**src/sv/twact_pkg.sv**
```systemverilog
// ============================================================================
// twact_pkg
// Shared types and constants of the time window activation tracker: stream
// field layout, operation and phase codes, event and queue control records.
// ============================================================================
`timescale 1ns / 1ps

package twact_pkg;

  localparam int unsigned OP_W    = 2;
  localparam int unsigned ENTRY_W = 5;
  localparam int unsigned OWNER_W = 8;
  localparam int unsigned TIME_W  = 32;
  localparam int unsigned PH_W    = 2;

  localparam int unsigned IN_ENTRY_LSB = 0;
  localparam int unsigned IN_OWNER_LSB = IN_ENTRY_LSB + ENTRY_W;
  localparam int unsigned IN_START_LSB = IN_OWNER_LSB + OWNER_W;
  localparam int unsigned IN_END_LSB   = IN_START_LSB + TIME_W;
  localparam int unsigned IN_NOW_LSB   = IN_END_LSB + TIME_W;
  localparam int unsigned IN_USED_W    = IN_NOW_LSB + TIME_W;
  localparam int unsigned IN_DATA_W    = ((IN_USED_W + 7) / 8) * 8;

  localparam int unsigned OUT_USED_W = ENTRY_W + OWNER_W;
  localparam int unsigned OUT_DATA_W = ((OUT_USED_W + 7) / 8) * 8;
  localparam int unsigned OUT_PAD_W  = OUT_DATA_W - OUT_USED_W;

  typedef enum logic [OP_W-1:0] {
    OP_ADD          = 2'd0,
    OP_REMOVE       = 2'd1,
    OP_REMOVE_OWNER = 2'd2,
    OP_SET_TIME     = 2'd3
  } op_e;

  typedef enum logic [PH_W-1:0] {
    PH_FUTURE  = 2'd0,
    PH_PRESENT = 2'd1,
    PH_PAST    = 2'd2
  } phase_e;

  typedef struct packed {
    logic [ENTRY_W-1:0] entry;
    logic [OWNER_W-1:0] owner;
    logic               active;
  } evt_t;

  typedef struct packed {
    evt_t evt;
    logic last;
  } out_t;

  typedef struct packed {
    logic push;
    logic flush;
  } evq_ctrl_t;

  typedef struct packed {
    logic ready;
    logic busy;
  } evq_stat_t;

endpackage

```
**src/sv/twact_ram.sv**
```systemverilog
// ============================================================================
// twact_ram
// Window table storage: one write port, one read port, registered read data.
// ============================================================================
`timescale 1ns / 1ps

module twact_ram #(
  parameter int unsigned DEPTH = 32,
  parameter int unsigned WIDTH = 74,
  parameter int unsigned AW    = 5
) (
  input  logic             clk_i,
  input  logic             we_i,
  input  logic [AW-1:0]    waddr_i,
  input  logic [WIDTH-1:0] wdata_i,
  input  logic             re_i,
  input  logic [AW-1:0]    raddr_i,
  output logic [WIDTH-1:0] rdata_o
);

  logic [WIDTH-1:0] mem [DEPTH];
  logic [WIDTH-1:0] rdata_q;

  always_ff @(posedge clk_i) begin
    if (we_i) begin
      mem[waddr_i] <= wdata_i;
    end
  end

  always_ff @(posedge clk_i) begin
    if (re_i) begin
      rdata_q <= mem[raddr_i];
    end
  end

  assign rdata_o = rdata_q;

endmodule

```
**src/sv/twact_evq.sv**
```systemverilog
// ============================================================================
// twact_evq
// Event output stage: one pending event plus the output register. A pending
// event moves out when the next one arrives, or with last set on flush.
// ============================================================================
`timescale 1ns / 1ps

module twact_evq (
  input  logic                  clk_i,
  input  logic                  rst_ni,
  input  twact_pkg::evq_ctrl_t  ctrl_i,
  input  twact_pkg::evt_t       evt_i,
  output twact_pkg::evq_stat_t  stat_o,
  output logic                  out_valid_o,
  input  logic                  out_ready_i,
  output twact_pkg::out_t       out_o
);

  import twact_pkg::*;

  logic   pend_v_q, pend_v_d;
  evt_t   pend_q, pend_d;
  logic   out_v_q, out_v_d;
  out_t   out_q, out_d;
  logic   out_free;

  assign out_free = !out_v_q || out_ready_i;

  always_comb begin
    pend_v_d = pend_v_q;
    pend_d   = pend_q;
    out_v_d  = out_v_q && !out_ready_i;
    out_d    = out_q;
    if (ctrl_i.push) begin
      if (pend_v_q) begin
        out_d   = '{evt: pend_q, last: 1'b0};
        out_v_d = 1'b1;
      end
      pend_d   = evt_i;
      pend_v_d = 1'b1;
    end else if (ctrl_i.flush && pend_v_q && out_free) begin
      out_d    = '{evt: pend_q, last: 1'b1};
      out_v_d  = 1'b1;
      pend_v_d = 1'b0;
    end
  end

  always_ff @(posedge clk_i or negedge rst_ni) begin
    if (!rst_ni) begin
      pend_v_q <= 1'b0;
      out_v_q  <= 1'b0;
    end else begin
      pend_v_q <= pend_v_d;
      out_v_q  <= out_v_d;
    end
  end

  always_ff @(posedge clk_i) begin
    pend_q <= pend_d;
    out_q  <= out_d;
  end

  assign stat_o.ready = !pend_v_q || out_free;
  assign stat_o.busy  = pend_v_q;
  assign out_valid_o  = out_v_q;
  assign out_o        = out_q;

  a_push_ready: assert property (@(posedge clk_i) disable iff (!rst_ni)
    ctrl_i.push |-> stat_o.ready)
    else $error("event pushed while stage full");

  a_push_flush: assert property (@(posedge clk_i) disable iff (!rst_ni)
    !(ctrl_i.push && ctrl_i.flush))
    else $error("push and flush together");

  a_drain_last: assert property (@(posedge clk_i) disable iff (!rst_ni)
    $fell(pend_v_q) |-> out_v_q && out_q.last)
    else $error("pending event dropped without last");

endmodule

```
**src/sv/time_window_activation_tracker.sv**
```systemverilog
// ============================================================================
// time_window_activation_tracker
// Table of timed windows held in a synchronous RAM. Add, remove, owner
// removal and time updates reclassify windows and emit activity events.
// ----------------------------------------------------------------------------
// Channel   Dir  Contents
// s_axis    in   tuser: op; tdata: entry_id, owner_id, start_time, end_time,
//                now_time
// m_axis    out  tdata: event_entry, event_owner; tuser: became_active;
//                tlast: last
// Owner removal and a time change walk the whole table through the RAM read
// port; a set time equal to the stored time completes without a table walk.
// Reset clears the valid bits and the current time; no clearing pass is run.
// A stalled m_axis holds the table walk; s_axis is taken again once the last
// event of the transaction sits in the output register.
// ============================================================================
`timescale 1ns / 1ps

module time_window_activation_tracker #(
  parameter int unsigned ENTRIES    = 32,
  parameter int unsigned TIME_BITS  = 32,
  parameter int unsigned OWNER_BITS = 8
) (
  input  logic                             clk_i,
  input  logic                             rst_ni,
  input  logic                             s_axis_tvalid,
  output logic                             s_axis_tready,
  // entry_id, owner_id, start_time, end_time, now_time, zero fill
  input  logic [twact_pkg::IN_DATA_W-1:0]  s_axis_tdata,
  // op
  input  logic [twact_pkg::OP_W-1:0]       s_axis_tuser,
  output logic                             m_axis_tvalid,
  input  logic                             m_axis_tready,
  // event_entry, event_owner, zero fill
  output logic [twact_pkg::OUT_DATA_W-1:0] m_axis_tdata,
  // became_active
  output logic [0:0]                       m_axis_tuser,
  output logic                             m_axis_tlast
);

  import twact_pkg::*;

  localparam int unsigned IDX_W  = $clog2(ENTRIES);
  localparam int unsigned CNT_W  = $clog2(ENTRIES + 1);
  localparam int unsigned CMP_W  = ((IDX_W > ENTRY_W) ? IDX_W : ENTRY_W) + 1;
  localparam int unsigned WORD_W = 2 * TIME_BITS + OWNER_BITS + PH_W;
  localparam int unsigned OWN_LSB = PH_W;
  localparam int unsigned END_LSB = PH_W + OWNER_BITS;
  localparam int unsigned STA_LSB = END_LSB + TIME_BITS;

  typedef enum logic [4:0] {
    S_IDLE  = 5'b00001,
    S_ONE   = 5'b00010,
    S_TWO   = 5'b00100,
    S_SCAN  = 5'b01000,
    S_FLUSH = 5'b10000
  } state_e;

  function automatic phase_e classify(input logic signed [TIME_BITS-1:0] s,
                                      input logic signed [TIME_BITS-1:0] e,
                                      input logic signed [TIME_BITS-1:0] now);
    phase_e ph;
    if (s > now) begin
      ph = PH_FUTURE;
    end else if (e < now) begin
      ph = PH_PAST;
    end else begin
      ph = PH_PRESENT;
    end
    return ph;
  endfunction

  state_e                         state_q, state_d;
  logic [CNT_W-1:0]               rd_idx_q, rd_idx_d;
  logic [IDX_W-1:0]               proc_idx_q, proc_idx_d;
  logic                           dv_q, dv_d;
  logic [ENTRIES-1:0]             valid_q, valid_d;
  logic signed [TIME_BITS-1:0]    cur_q, cur_d;

  op_e                            op_q;
  logic [ENTRY_W-1:0]             slot_q;
  logic [OWNER_BITS-1:0]          owner_q;
  logic signed [TIME_BITS-1:0]    start_q, end_q;

  logic                           in_accept;
  op_e                            in_op;
  logic [ENTRY_W-1:0]             in_entry;
  logic [OWNER_W-1:0]             in_owner;
  logic signed [TIME_W-1:0]       in_start, in_end, in_now;
  logic signed [TIME_BITS-1:0]    in_now_t;

  logic                           ram_re, ram_we;
  logic [IDX_W-1:0]               ram_raddr, ram_waddr;
  logic [WORD_W-1:0]              ram_wdata, ram_rdata;

  phase_e                         rd_ph;
  logic [OWNER_BITS-1:0]          rd_owner;
  logic signed [TIME_BITS-1:0]    rd_start, rd_end;

  logic [IDX_W-1:0]               slot_addr;
  logic                           slot_ok, old_valid, old_present, same_owner;
  logic                           need_deact, need_act;
  phase_e                         new_ph, scan_ph;
  logic                           scan_hit, scan_need, scan_act;

  evq_ctrl_t                      evq_ctrl;
  evq_stat_t                      evq_stat;
  evt_t                           push_evt;
  out_t                           out_item;

  assign in_accept = s_axis_tvalid && s_axis_tready;
  assign in_op     = op_e'(s_axis_tuser);
  assign in_entry  = s_axis_tdata[IN_ENTRY_LSB +: ENTRY_W];
  assign in_owner  = s_axis_tdata[IN_OWNER_LSB +: OWNER_W];
  assign in_start  = s_axis_tdata[IN_START_LSB +: TIME_W];
  assign in_end    = s_axis_tdata[IN_END_LSB +: TIME_W];
  assign in_now    = s_axis_tdata[IN_NOW_LSB +: TIME_W];
  assign in_now_t  = TIME_BITS'(in_now);

  assign rd_ph    = phase_e'(ram_rdata[PH_W-1:0]);
  assign rd_owner = ram_rdata[OWN_LSB +: OWNER_BITS];
  assign rd_end   = ram_rdata[END_LSB +: TIME_BITS];
  assign rd_start = ram_rdata[STA_LSB +: TIME_BITS];

  assign slot_addr   = IDX_W'(slot_q);
  assign slot_ok     = CMP_W'(slot_q) < CMP_W'(ENTRIES);
  assign old_valid   = valid_q[slot_addr];
  assign old_present = old_valid && (rd_ph == PH_PRESENT);
  assign same_owner  = rd_owner == owner_q;
  assign new_ph      = classify(start_q, end_q, cur_q);
  assign need_deact  = old_present && ((new_ph != PH_PRESENT) || !same_owner);
  assign need_act    = (new_ph == PH_PRESENT) && (!old_present || !same_owner);

  assign scan_ph  = classify(rd_start, rd_end, cur_q);
  assign scan_act = (op_q == OP_SET_TIME) && (scan_ph == PH_PRESENT);

  always_comb begin
    scan_hit  = 1'b0;
    scan_need = 1'b0;
    case (op_q)
      OP_REMOVE_OWNER: begin
        scan_hit  = dv_q && valid_q[proc_idx_q] && (rd_owner == owner_q);
        scan_need = scan_hit && (rd_ph == PH_PRESENT);
      end
      OP_SET_TIME: begin
        scan_hit  = dv_q && valid_q[proc_idx_q];
        scan_need = scan_hit && ((scan_ph == PH_PRESENT) != (rd_ph == PH_PRESENT));
      end
      default: begin
        scan_hit  = 1'b0;
        scan_need = 1'b0;
      end
    endcase
  end

  always_comb begin
    state_d    = state_q;
    rd_idx_d   = rd_idx_q;
    proc_idx_d = proc_idx_q;
    dv_d       = dv_q;
    valid_d    = valid_q;
    cur_d      = cur_q;
    ram_re     = 1'b0;
    ram_raddr  = IDX_W'(in_entry);
    ram_we     = 1'b0;
    ram_waddr  = slot_addr;
    ram_wdata  = {start_q, end_q, owner_q, new_ph};
    evq_ctrl   = '0;
    push_evt   = '{entry: slot_q, owner: OWNER_W'(rd_owner), active: 1'b0};

    case (state_q)
      S_IDLE: begin
        if (in_accept) begin
          case (in_op)
            OP_ADD, OP_REMOVE: begin
              ram_re  = 1'b1;
              state_d = S_ONE;
            end
            OP_REMOVE_OWNER: begin
              rd_idx_d = '0;
              dv_d     = 1'b0;
              state_d  = S_SCAN;
            end
            OP_SET_TIME: begin
              if (in_now_t != cur_q) begin
                cur_d    = in_now_t;
                rd_idx_d = '0;
                dv_d     = 1'b0;
                state_d  = S_SCAN;
              end
            end
            default: begin
              state_d = S_IDLE;
            end
          endcase
        end
      end

      S_ONE: begin
        if (!slot_ok) begin
          state_d = S_FLUSH;
        end else if (op_q == OP_REMOVE) begin
          if (!old_valid) begin
            state_d = S_FLUSH;
          end else if (!old_present || evq_stat.ready) begin
            evq_ctrl.push       = old_present;
            valid_d[slot_addr]  = 1'b0;
            state_d             = S_FLUSH;
          end
        end else if (!need_deact || evq_stat.ready) begin
          evq_ctrl.push = need_deact;
          state_d       = S_TWO;
        end
      end

      S_TWO: begin
        push_evt = '{entry: slot_q, owner: OWNER_W'(owner_q), active: 1'b1};
        if (!need_act || evq_stat.ready) begin
          evq_ctrl.push      = need_act;
          ram_we             = 1'b1;
          valid_d[slot_addr] = 1'b1;
          state_d            = S_FLUSH;
        end
      end

      S_SCAN: begin
        push_evt  = '{entry: ENTRY_W'(proc_idx_q), owner: OWNER_W'(rd_owner),
                      active: scan_act};
        ram_waddr = proc_idx_q;
        ram_wdata = {rd_start, rd_end, rd_owner, scan_ph};
        ram_raddr = rd_idx_q[IDX_W-1:0];
        if (!scan_need || evq_stat.ready) begin
          evq_ctrl.push = scan_need;
          if (scan_hit) begin
            if (op_q == OP_SET_TIME) begin
              ram_we = 1'b1;
            end else begin
              valid_d[proc_idx_q] = 1'b0;
            end
          end
          if (rd_idx_q < CNT_W'(ENTRIES)) begin
            ram_re     = 1'b1;
            proc_idx_d = rd_idx_q[IDX_W-1:0];
            dv_d       = 1'b1;
            rd_idx_d   = rd_idx_q + CNT_W'(1);
          end else begin
            dv_d    = 1'b0;
            state_d = S_FLUSH;
          end
        end
      end

      S_FLUSH: begin
        evq_ctrl.flush = 1'b1;
        if (!evq_stat.busy) begin
          state_d = S_IDLE;
        end
      end

      default: begin
        state_d = S_IDLE;
      end
    endcase
  end

  always_ff @(posedge clk_i or negedge rst_ni) begin
    if (!rst_ni) begin
      state_q    <= S_IDLE;
      rd_idx_q   <= '0;
      proc_idx_q <= '0;
      dv_q       <= 1'b0;
      valid_q    <= '0;
      cur_q      <= '0;
    end else begin
      state_q    <= state_d;
      rd_idx_q   <= rd_idx_d;
      proc_idx_q <= proc_idx_d;
      dv_q       <= dv_d;
      valid_q    <= valid_d;
      cur_q      <= cur_d;
    end
  end

  always_ff @(posedge clk_i) begin
    if (in_accept) begin
      op_q    <= in_op;
      slot_q  <= in_entry;
      owner_q <= OWNER_BITS'(in_owner);
      start_q <= TIME_BITS'(in_start);
      end_q   <= TIME_BITS'(in_end);
    end
  end

  assign s_axis_tready = state_q == S_IDLE;

  twact_ram #(
    .DEPTH (ENTRIES),
    .WIDTH (WORD_W),
    .AW    (IDX_W)
  ) u_ram (
    .clk_i   (clk_i),
    .we_i    (ram_we),
    .waddr_i (ram_waddr),
    .wdata_i (ram_wdata),
    .re_i    (ram_re),
    .raddr_i (ram_raddr),
    .rdata_o (ram_rdata)
  );

  twact_evq u_evq (
    .clk_i       (clk_i),
    .rst_ni      (rst_ni),
    .ctrl_i      (evq_ctrl),
    .evt_i       (push_evt),
    .stat_o      (evq_stat),
    .out_valid_o (m_axis_tvalid),
    .out_ready_i (m_axis_tready),
    .out_o       (out_item)
  );

  assign m_axis_tdata = {{OUT_PAD_W{1'b0}}, out_item.evt.owner, out_item.evt.entry};
  assign m_axis_tuser = out_item.evt.active;
  assign m_axis_tlast = out_item.last;

  a_ram_collide: assert property (@(posedge clk_i) disable iff (!rst_ni)
    ram_we && ram_re |-> ram_waddr != ram_raddr)
    else $error("RAM read and write to the same entry");

  a_ram_write_state: assert property (@(posedge clk_i) disable iff (!rst_ni)
    ram_we |-> (state_q == S_TWO) || (state_q == S_SCAN))
    else $error("RAM write outside update states");

  a_scan_complete: assert property (@(posedge clk_i) disable iff (!rst_ni)
    (state_q == S_SCAN) && (state_d == S_FLUSH) |-> rd_idx_q == CNT_W'(ENTRIES) && !dv_d)
    else $error("table walk left early");

  a_time_hold: assert property (@(posedge clk_i) disable iff (!rst_ni)
    !(in_accept && (in_op == OP_SET_TIME)) |=> $stable(cur_q))
    else $error("current time changed without a set time transaction");

endmodule

```
**config.mk**
```make
export PLATFORM = sky130hd
export DESIGN_NAME = time_window_activation_tracker
export DESIGN_NICKNAME = d
export VERILOG_FILES = /design/src/sv/twact_pkg.sv /design/src/sv/twact_ram.sv /design/src/sv/twact_evq.sv /design/src/sv/time_window_activation_tracker.sv
export SDC_FILE = /design/constraint.sdc
export NUM_CORES = 2
export LEC_CHECK = 0
export ABC_AREA = 1
export BUFFER_PORTS_ARGS = -buffer_cell sky130_fd_sc_hd__buf_2
export CAP_MARGIN = 10
export CELL_PAD_IN_SITES_DETAIL_PLACEMENT = 1
export CELL_PAD_IN_SITES_GLOBAL_PLACEMENT = 2
export CORE_MARGIN = 10
export CORE_UTILIZATION = 28
export DETAILED_ROUTE_END_ITERATION = 8
export PLACE_DENSITY = 0.58
export SYNTH_ARGS = -nofsm -noshare
export SYNTH_HDL_FRONTEND = slang
export SYNTH_HIERARCHICAL = 1
export SYNTH_SLANG_ARGS = --single-unit
export TNS_END_PERCENT = 1
```
**constraint.sdc**
```tcl
create_clock -name clk_i -period 8.5 [get_ports clk_i]
set_clock_uncertainty 0.1 [all_clocks]
set_input_delay 0.425 -clock clk_i [delete_from_list [all_inputs] [get_ports clk_i]]
set_output_delay 0.425 -clock clk_i [all_outputs]
set_load 0.02 [all_outputs]
```
### Word level (Yosys, flattened, before mapping)

Memories as Yosys holds them, arrays and structs flattened. A register that Yosys moved wholly into a read port is not among the register bits.
Cells that the tools add are included.

* bits in registers: 191
* RAM bits: 2368
* input port bits: 118
* output and inout port bits: 20
* word-level logic and storage cells: 189
* memories: 1

* add/subtract/negate cells: 1
* $lt $le $gt $ge: 9
* equal/unequal tests: 34
* muxes and demuxes: 77
* bitwise operators: 5
* reductions and logical operators: 42

Memory list
* u_ram.mem: depth 32, bits a word 74, rd ports 1, clocked after memory_dff 1, write ports 1, line twact_ram.sv:21 `logic [WIDTH-1:0] mem [DEPTH];`

Operator list (number)
* two-way mux 32 bit: 7
* case mux 32 bit (3 select lines): 1
* two-way mux 74 bit: 1
* AND 32 bit: 2
* greater-than comparator 32 bit: 2
* less-than comparator 32 bit: 2
* NOT 32 bit: 2
* two-way mux 5 bit: 12
* two-way mux 15 bit: 3
* != test 32 bit: 1
* bitwise OR 32 bit: 1
* two-way mux 1 bit: 29
* case mux 14 bit (2 select lines): 1
* case mux 5 bit (5 select lines): 1
* two-way mux 6 bit: 4
* case mux 6 bit (2 select lines): 2
* != test 2 bit (second input constant): 10
* AND reduction 8 bit: 2
* case mux 5 bit (3 select lines): 1
* logical AND 1 bit: 14
* less-than comparator 5 x 6 -> 1 bit (second input constant): 2
* case mux 1 bit (2 select lines): 6
* binary-select mux 1 bit (select 5 bit): 2
* demux 1 bit (select 5 bit): 2
* other kinds (29): 58

### Longest topological paths before layout

* word-level depth: 13
* depth in mapped cells: 25
* gate-level depth less buffers: 25

### Hierarchy

The synthesis kept the hierarchy.

Modules (own cells, without submodules)
* twact_ram: times used 1, cells each 7804, area an instance 97194.5 µm², sequential area each 73330.3 µm²
* time_window_activation_tracker: times used 1, cells each 1651, area an instance 12320.6 µm², sequential area each 4400.5 µm²
* twact_evq: times used 1, cells each 44, area an instance 975.9 µm², sequential area each 920.9 µm²

### Worst setup path before layout

Ideal clock, no wire load.

* path kind: register to register
* start point: reg state_q[0]
* end point: reg u_ram.rdata_q[0], in the netlist u_ram/rdata_o[0] (read register of u_ram.mem) (enable)
* data arrival time: 6.736 ns
* required time: 7.966 ns
* setup slack: 1.230 ns
* stages on the path, launching flop included: 7
* path buffers: 0
* period minus slack after synthesis: 7.270 ns
* cells stage by stage: dfstp_2 > inv_1 > nor4_2 > inv_1 > nor2_1 > nand2_1 > nand2_1

* longest elaborated chain between the ends: 4

RTL lines
* start: declaration: line time_window_activation_tracker.sv:73 `state_e state_q, state_d;`
* start signal: assignment: line time_window_activation_tracker.sv:275 `state_q <= state_d;`
* == test 5 x 1 -> 1 bit: line time_window_activation_tracker.sv:294 `assign s_axis_tready = state_q == S_IDLE;`
* via s_axis_tready: line time_window_activation_tracker.sv:27 `output logic s_axis_tready,`
* logical AND 1 bit: line time_window_activation_tracker.sv:111 `assign in_accept = s_axis_tvalid && s_axis_tready;`
* via in_accept: line time_window_activation_tracker.sv:85 `logic in_accept;`
* two-way mux 1 bit: line time_window_activation_tracker.sv:173 `if (in_accept) begin`
* case mux 1 bit (2 select lines): line time_window_activation_tracker.sv:171 `case (state_q)`
* via ram_re: line time_window_activation_tracker.sv:92 `logic ram_re, ram_we;`
* end: declaration: line twact_ram.sv:22 `logic [WIDTH-1:0] rdata_q;`

The timed path passes the listed nets, and every way through them passes these cells.
A chain may end at the register's enable or synchronous reset.

### Worst setup path after layout

* start point: reg cur_q[21]
* end point: mem u_ram.mem[14][33] (enable)

* longest elaborated chain between the ends: 13

RTL lines
* start: declaration: line time_window_activation_tracker.sv:78 `logic signed [TIME_BITS-1:0] cur_q, cur_d;`
* start signal: assignment: line time_window_activation_tracker.sv:280 `cur_q <= cur_d;`
* less-than comparator 32 bit: line time_window_activation_tracker.sv:65 `end else if (e < now) begin`
* two-way mux 2 bit: line time_window_activation_tracker.sv:65
* two-way mux 2 bit: line time_window_activation_tracker.sv:63 `if (s > now) begin`
* == test 2 x 1 -> 1 bit: line time_window_activation_tracker.sv:147 `scan_need = scan_hit && ((scan_ph == PH_PRESENT) != (rd_ph == PH_PRESENT));`
* != test 1 bit: line time_window_activation_tracker.sv:147
* logical AND 1 bit: line time_window_activation_tracker.sv:147
* case mux 1 bit (2 select lines): line time_window_activation_tracker.sv:140 `case (op_q)`
* zero test 1 bit: line time_window_activation_tracker.sv:232 `if (!scan_need || evq_stat.ready) begin`
* logical OR 1 bit: line time_window_activation_tracker.sv:232
* two-way mux 1 bit: line time_window_activation_tracker.sv:232
* case mux 1 bit (2 select lines) *: line time_window_activation_tracker.sv:171
* via ram_we: line time_window_activation_tracker.sv:92
* two-way mux 1 bit *: line twact_ram.sv:25 `if (we_i) begin`
* two-way mux 1 bit (implied by the code) *: line twact_ram.sv:26 `mem[waddr_i] <= wdata_i;`
* end: declaration: line twact_ram.sv:21

Mark *: on every way through the listed nets, which the timed path passes. The rest lies on a longest branch.

==> flow_summary.toml <==
[global_route]
first_global_vias = 76900
antenna_found_initial = 10
grt_max_degree = 178
grt.total_usage_pct = 18.6
grt_pass1_wl_um = 572000
grt_overflow = 0

[placement]
gp_congestion = 0.797
io_buffers = 131
dp_hpwl_um = 215000
placed_area_um2 = 117000

[timing]
worstMarginPinSlew_ns = 1.32
fin_tns_setup_ns = 0
rsz0062_at_grt = "no"
fmax_ghz = 0.160
slew_headroom_pct = 11.6
slew_viol_final = 0
finalHoldViolations = 0
holdWs_ns = 0.115
fin_crit_sh_pct = 73.4
min_period_ns = 6.24
finalSetupViolations = 0

[synthesis]
synthCells = 9499
syn_area_um2 = 110000
synth-seq-area-share_pct = 71.2
ys_ff_latch = 2633
yosysWarningCount = 6
synth_flop_cell = "edfxtp_1"
synth_enable_flop_cells = 2550
synth_top_cell_area_share_pct = 69.3
yosys.cell_types.count = 53
synth_area_leaders = "edfxtp_1, nand2_1, nand3_1"
synth_top_area_cell = "edfxtp_1"
avgSynthCellArea_um2 = 11.6
async_flop_share_pct = 3.15

[hold_path]
hold_class = "input port to register"

[pwr]
peakVddDrop_mv = 0.201
finalPower_mw = 41.3
powerDensity_nw_per_um2 = 324
p_leak_nw = 45.8

[detailed_routing]
drt_iter0_drc = 6134
drtPass1Iterations = 5
drc = 0
vias = 75400
via_per_inst = 4.99
wl_per_cell_um = 26.6
postRouteWirelength_um = 401000
antenna_left = 0

[floorplanning]
dieArea_um2 = 420000
std_cell_rows = 230
die-width_um = 648
die_h_um = 648
initial_utilization_pct = 28.1
io_pins = 138
core_um2 = 393000

[critical_path]
end_kind = "register"
crit_arrival_ns = 6.69
critPathMostFrequentCell = "nand3_1"
path_buf_inv = 2
crit_chain = "inv_1 > ha_1 > a21oi_1 > o21a_1 > a21oi_1 > nor2_1 > nand3_1 > nand2_1 > nand3_1 > nand3_2 > nand2_2 > nand2_1 > nand3_1 > nand2_1 > nand3_1 > nor2_4 > buf_4"
required_ns = 8.95
crit_type = "register to register"
critical-path-max-stage-delay_ns = 1.29
r2r_slack_ns = 2.26
critPathSlowestCell = "nor2_4"
path_delay_family = "simple AND/OR/NAND/NOR gates"
worstSetupStartpointType = "register"
path_max_fanout = 15

[run_status]
outcome = "completed"

[finish]
final_area_um2 = 128000
multi_input_area_um2 = 28300
drive_gt1_share_pct = 8.39
seq_area_um2 = 78700
syn2layout_area_growth_pct = 15.5
layout.nets = 9906
utilization_pct = 32.5
fill_cells = 42600

[clocking]
cts_resized = 0
cts_root_buf = "clkbuf_16"
cts_tree = "built"
cts_sinks = 2633
clk_pin_slew_worst_paths_ns = 0.06
cts_buffer_depth = 4
htreeDepth = 5
numCtsBuffers = 301
clock_latency_ns = 0.93

[job]
cap_violations = 0
-- layout make-up --
type | instances | area share [%]
sequential | 2633 | 61.6
multi-input combinational | 6126 | 22.1
clock buffer | 379 | 6.33
tap | 5220 | 5.12
timing repair buffer | 427 | 3.25
clock inverter | 141 | 0.985
inverter | 172 | 0.544
antenna | 3 | 0.00588
-- cells by family (layout without fill, tap and decap cells) --
logic type      Yosys count  in the layout  synth area share, %
simple gates           5729           5729                 22.3
flops                  2633           2633                 71.2
buf+inv                 742           1119                 3.62
compound gates          244            244                 1.24
fa+ha+maj               127            127                 1.44
xor+xnor                 23             23                0.182
other cells               1              6              0.00339
-- power breakdown --
part           total [mW]  internal [mW]  switching, mW
combinational        11.7           2.72           8.96
clock                12.7           7.29           5.40
sequential           16.9           16.6          0.375
total                41.3           26.6           14.7
-- worst register-to-register path, cell delays in order (launching register included) --
cell and delay [ns]:
dfrtp_1 0.40, inv_1 0.47, ha_1 0.38, a21oi_1 0.18, o21a_1 0.14, a21oi_1 0.07
nor2_1 0.16, nand3_1 0.09, nand2_1 0.56, nand3_1 0.20, nand3_2 0.13, nand2_2 0.09
nand2_1 0.10, nand3_1 0.07, nand2_1 0.24, nand3_1 0.70, nor2_4 1.30, buf_4 0.50
-- synth_stat cells, types with 4 or more instances --
master,instances
nand2_1,3262
dfrtp_1,82
nor2_2,5
a22oi_1,13
o221ai_1,14
nand2_2,34
nor3_1,19
nand3_1,2196
o21ai_1,18
inv_2,12
a21oi_1,83
nor2_1,131
inv_1,158
buf_4,69
buf_6,70
o211ai_1,5
buf_12,4
buf_2,271
o21ai_0,93
buf_1,50
xnor2_1,22
clkbuf_1,104
nor4_1,5
nand4_1,60
edfxtp_1,2550
ha_1,127
-- final timing paths --
check | from | endpoint | depth (start not counted)
min in group asynchronous | rst_ni | state_q[0] | 3
hold reg to reg | u_evq/pend_q[10] | u_evq/out_o[11] | 0
max in group asynchronous | rst_ni | cur_q[25] | 4
setup / recovery | cur_q[21] | u_ram/mem[14][33] | 17
setup reg to reg | cur_q[21] | u_ram/mem[14][33] | 17
hold / removal | s_axis_tdata[37] | start_q[24] | 2
-- through the flow --
step,worst slack [ns],std cells
3_3_place_gp,2.30,14400
2_1_floorplan,1.23,9501
4_1_cts,2.29,15100
3_5_place_dp,2.29,14400
6_report,2.26,15100
5_1_grt,1.96,15100
-- registers in the layout, summed over array words and instances, names as in the netlist, 6 cells and up --
name and flops:
rd_idx_q 6, u_ram/mem 2368, valid_q 32, start_q 32, u_evq/pend_q 14, u_evq/out_o 15
cur_q 32, owner_q 8, u_ram/rdata_o 74, end_q 32
-- layout by cell type (no fill, tap or decap), types with 13 or more instances in the layout --
master,count
o21ai_0,78
buf_12,54
dlygate4sd3_1,115
edfxtp_1,2550
a22oi_1,13
nand3_1,2196
nand4_1,60
clkinv_2,46
bufinv_16,19
nor3_1,19
xnor2_1,22
clkbuf_16,313
clkinv_1,61
buf_4,111
buf_16,14
o221ai_1,14
inv_1,155
a21oi_1,83
clkbuf_1,66
nor2_1,98
nand2_1,3260
buf_2,130
nand2_2,35
dfrtp_1,82
nor2_4,36
o21ai_1,20
ha_1,127
-- timing repair --
| action | in CTS | in global routing |
|---|---|---|
| setup buffers | 0 | 0 |
| endpoints found under the hold margin | 158 | 0 |
| hold buffers | 116 | 0 |
-- routing by layer --
metal  GRT usage, %  routed length, um  vias to the layer above
li1               -                  -                    33800
met1           25.8             184000                    39500
met2           31.0             190000                     1595
met3           1.88              16300                      485
met4           4.81              10500                        2
met5              0                 13                        -
No activity file was read; power rests on OpenSTA's default activity.
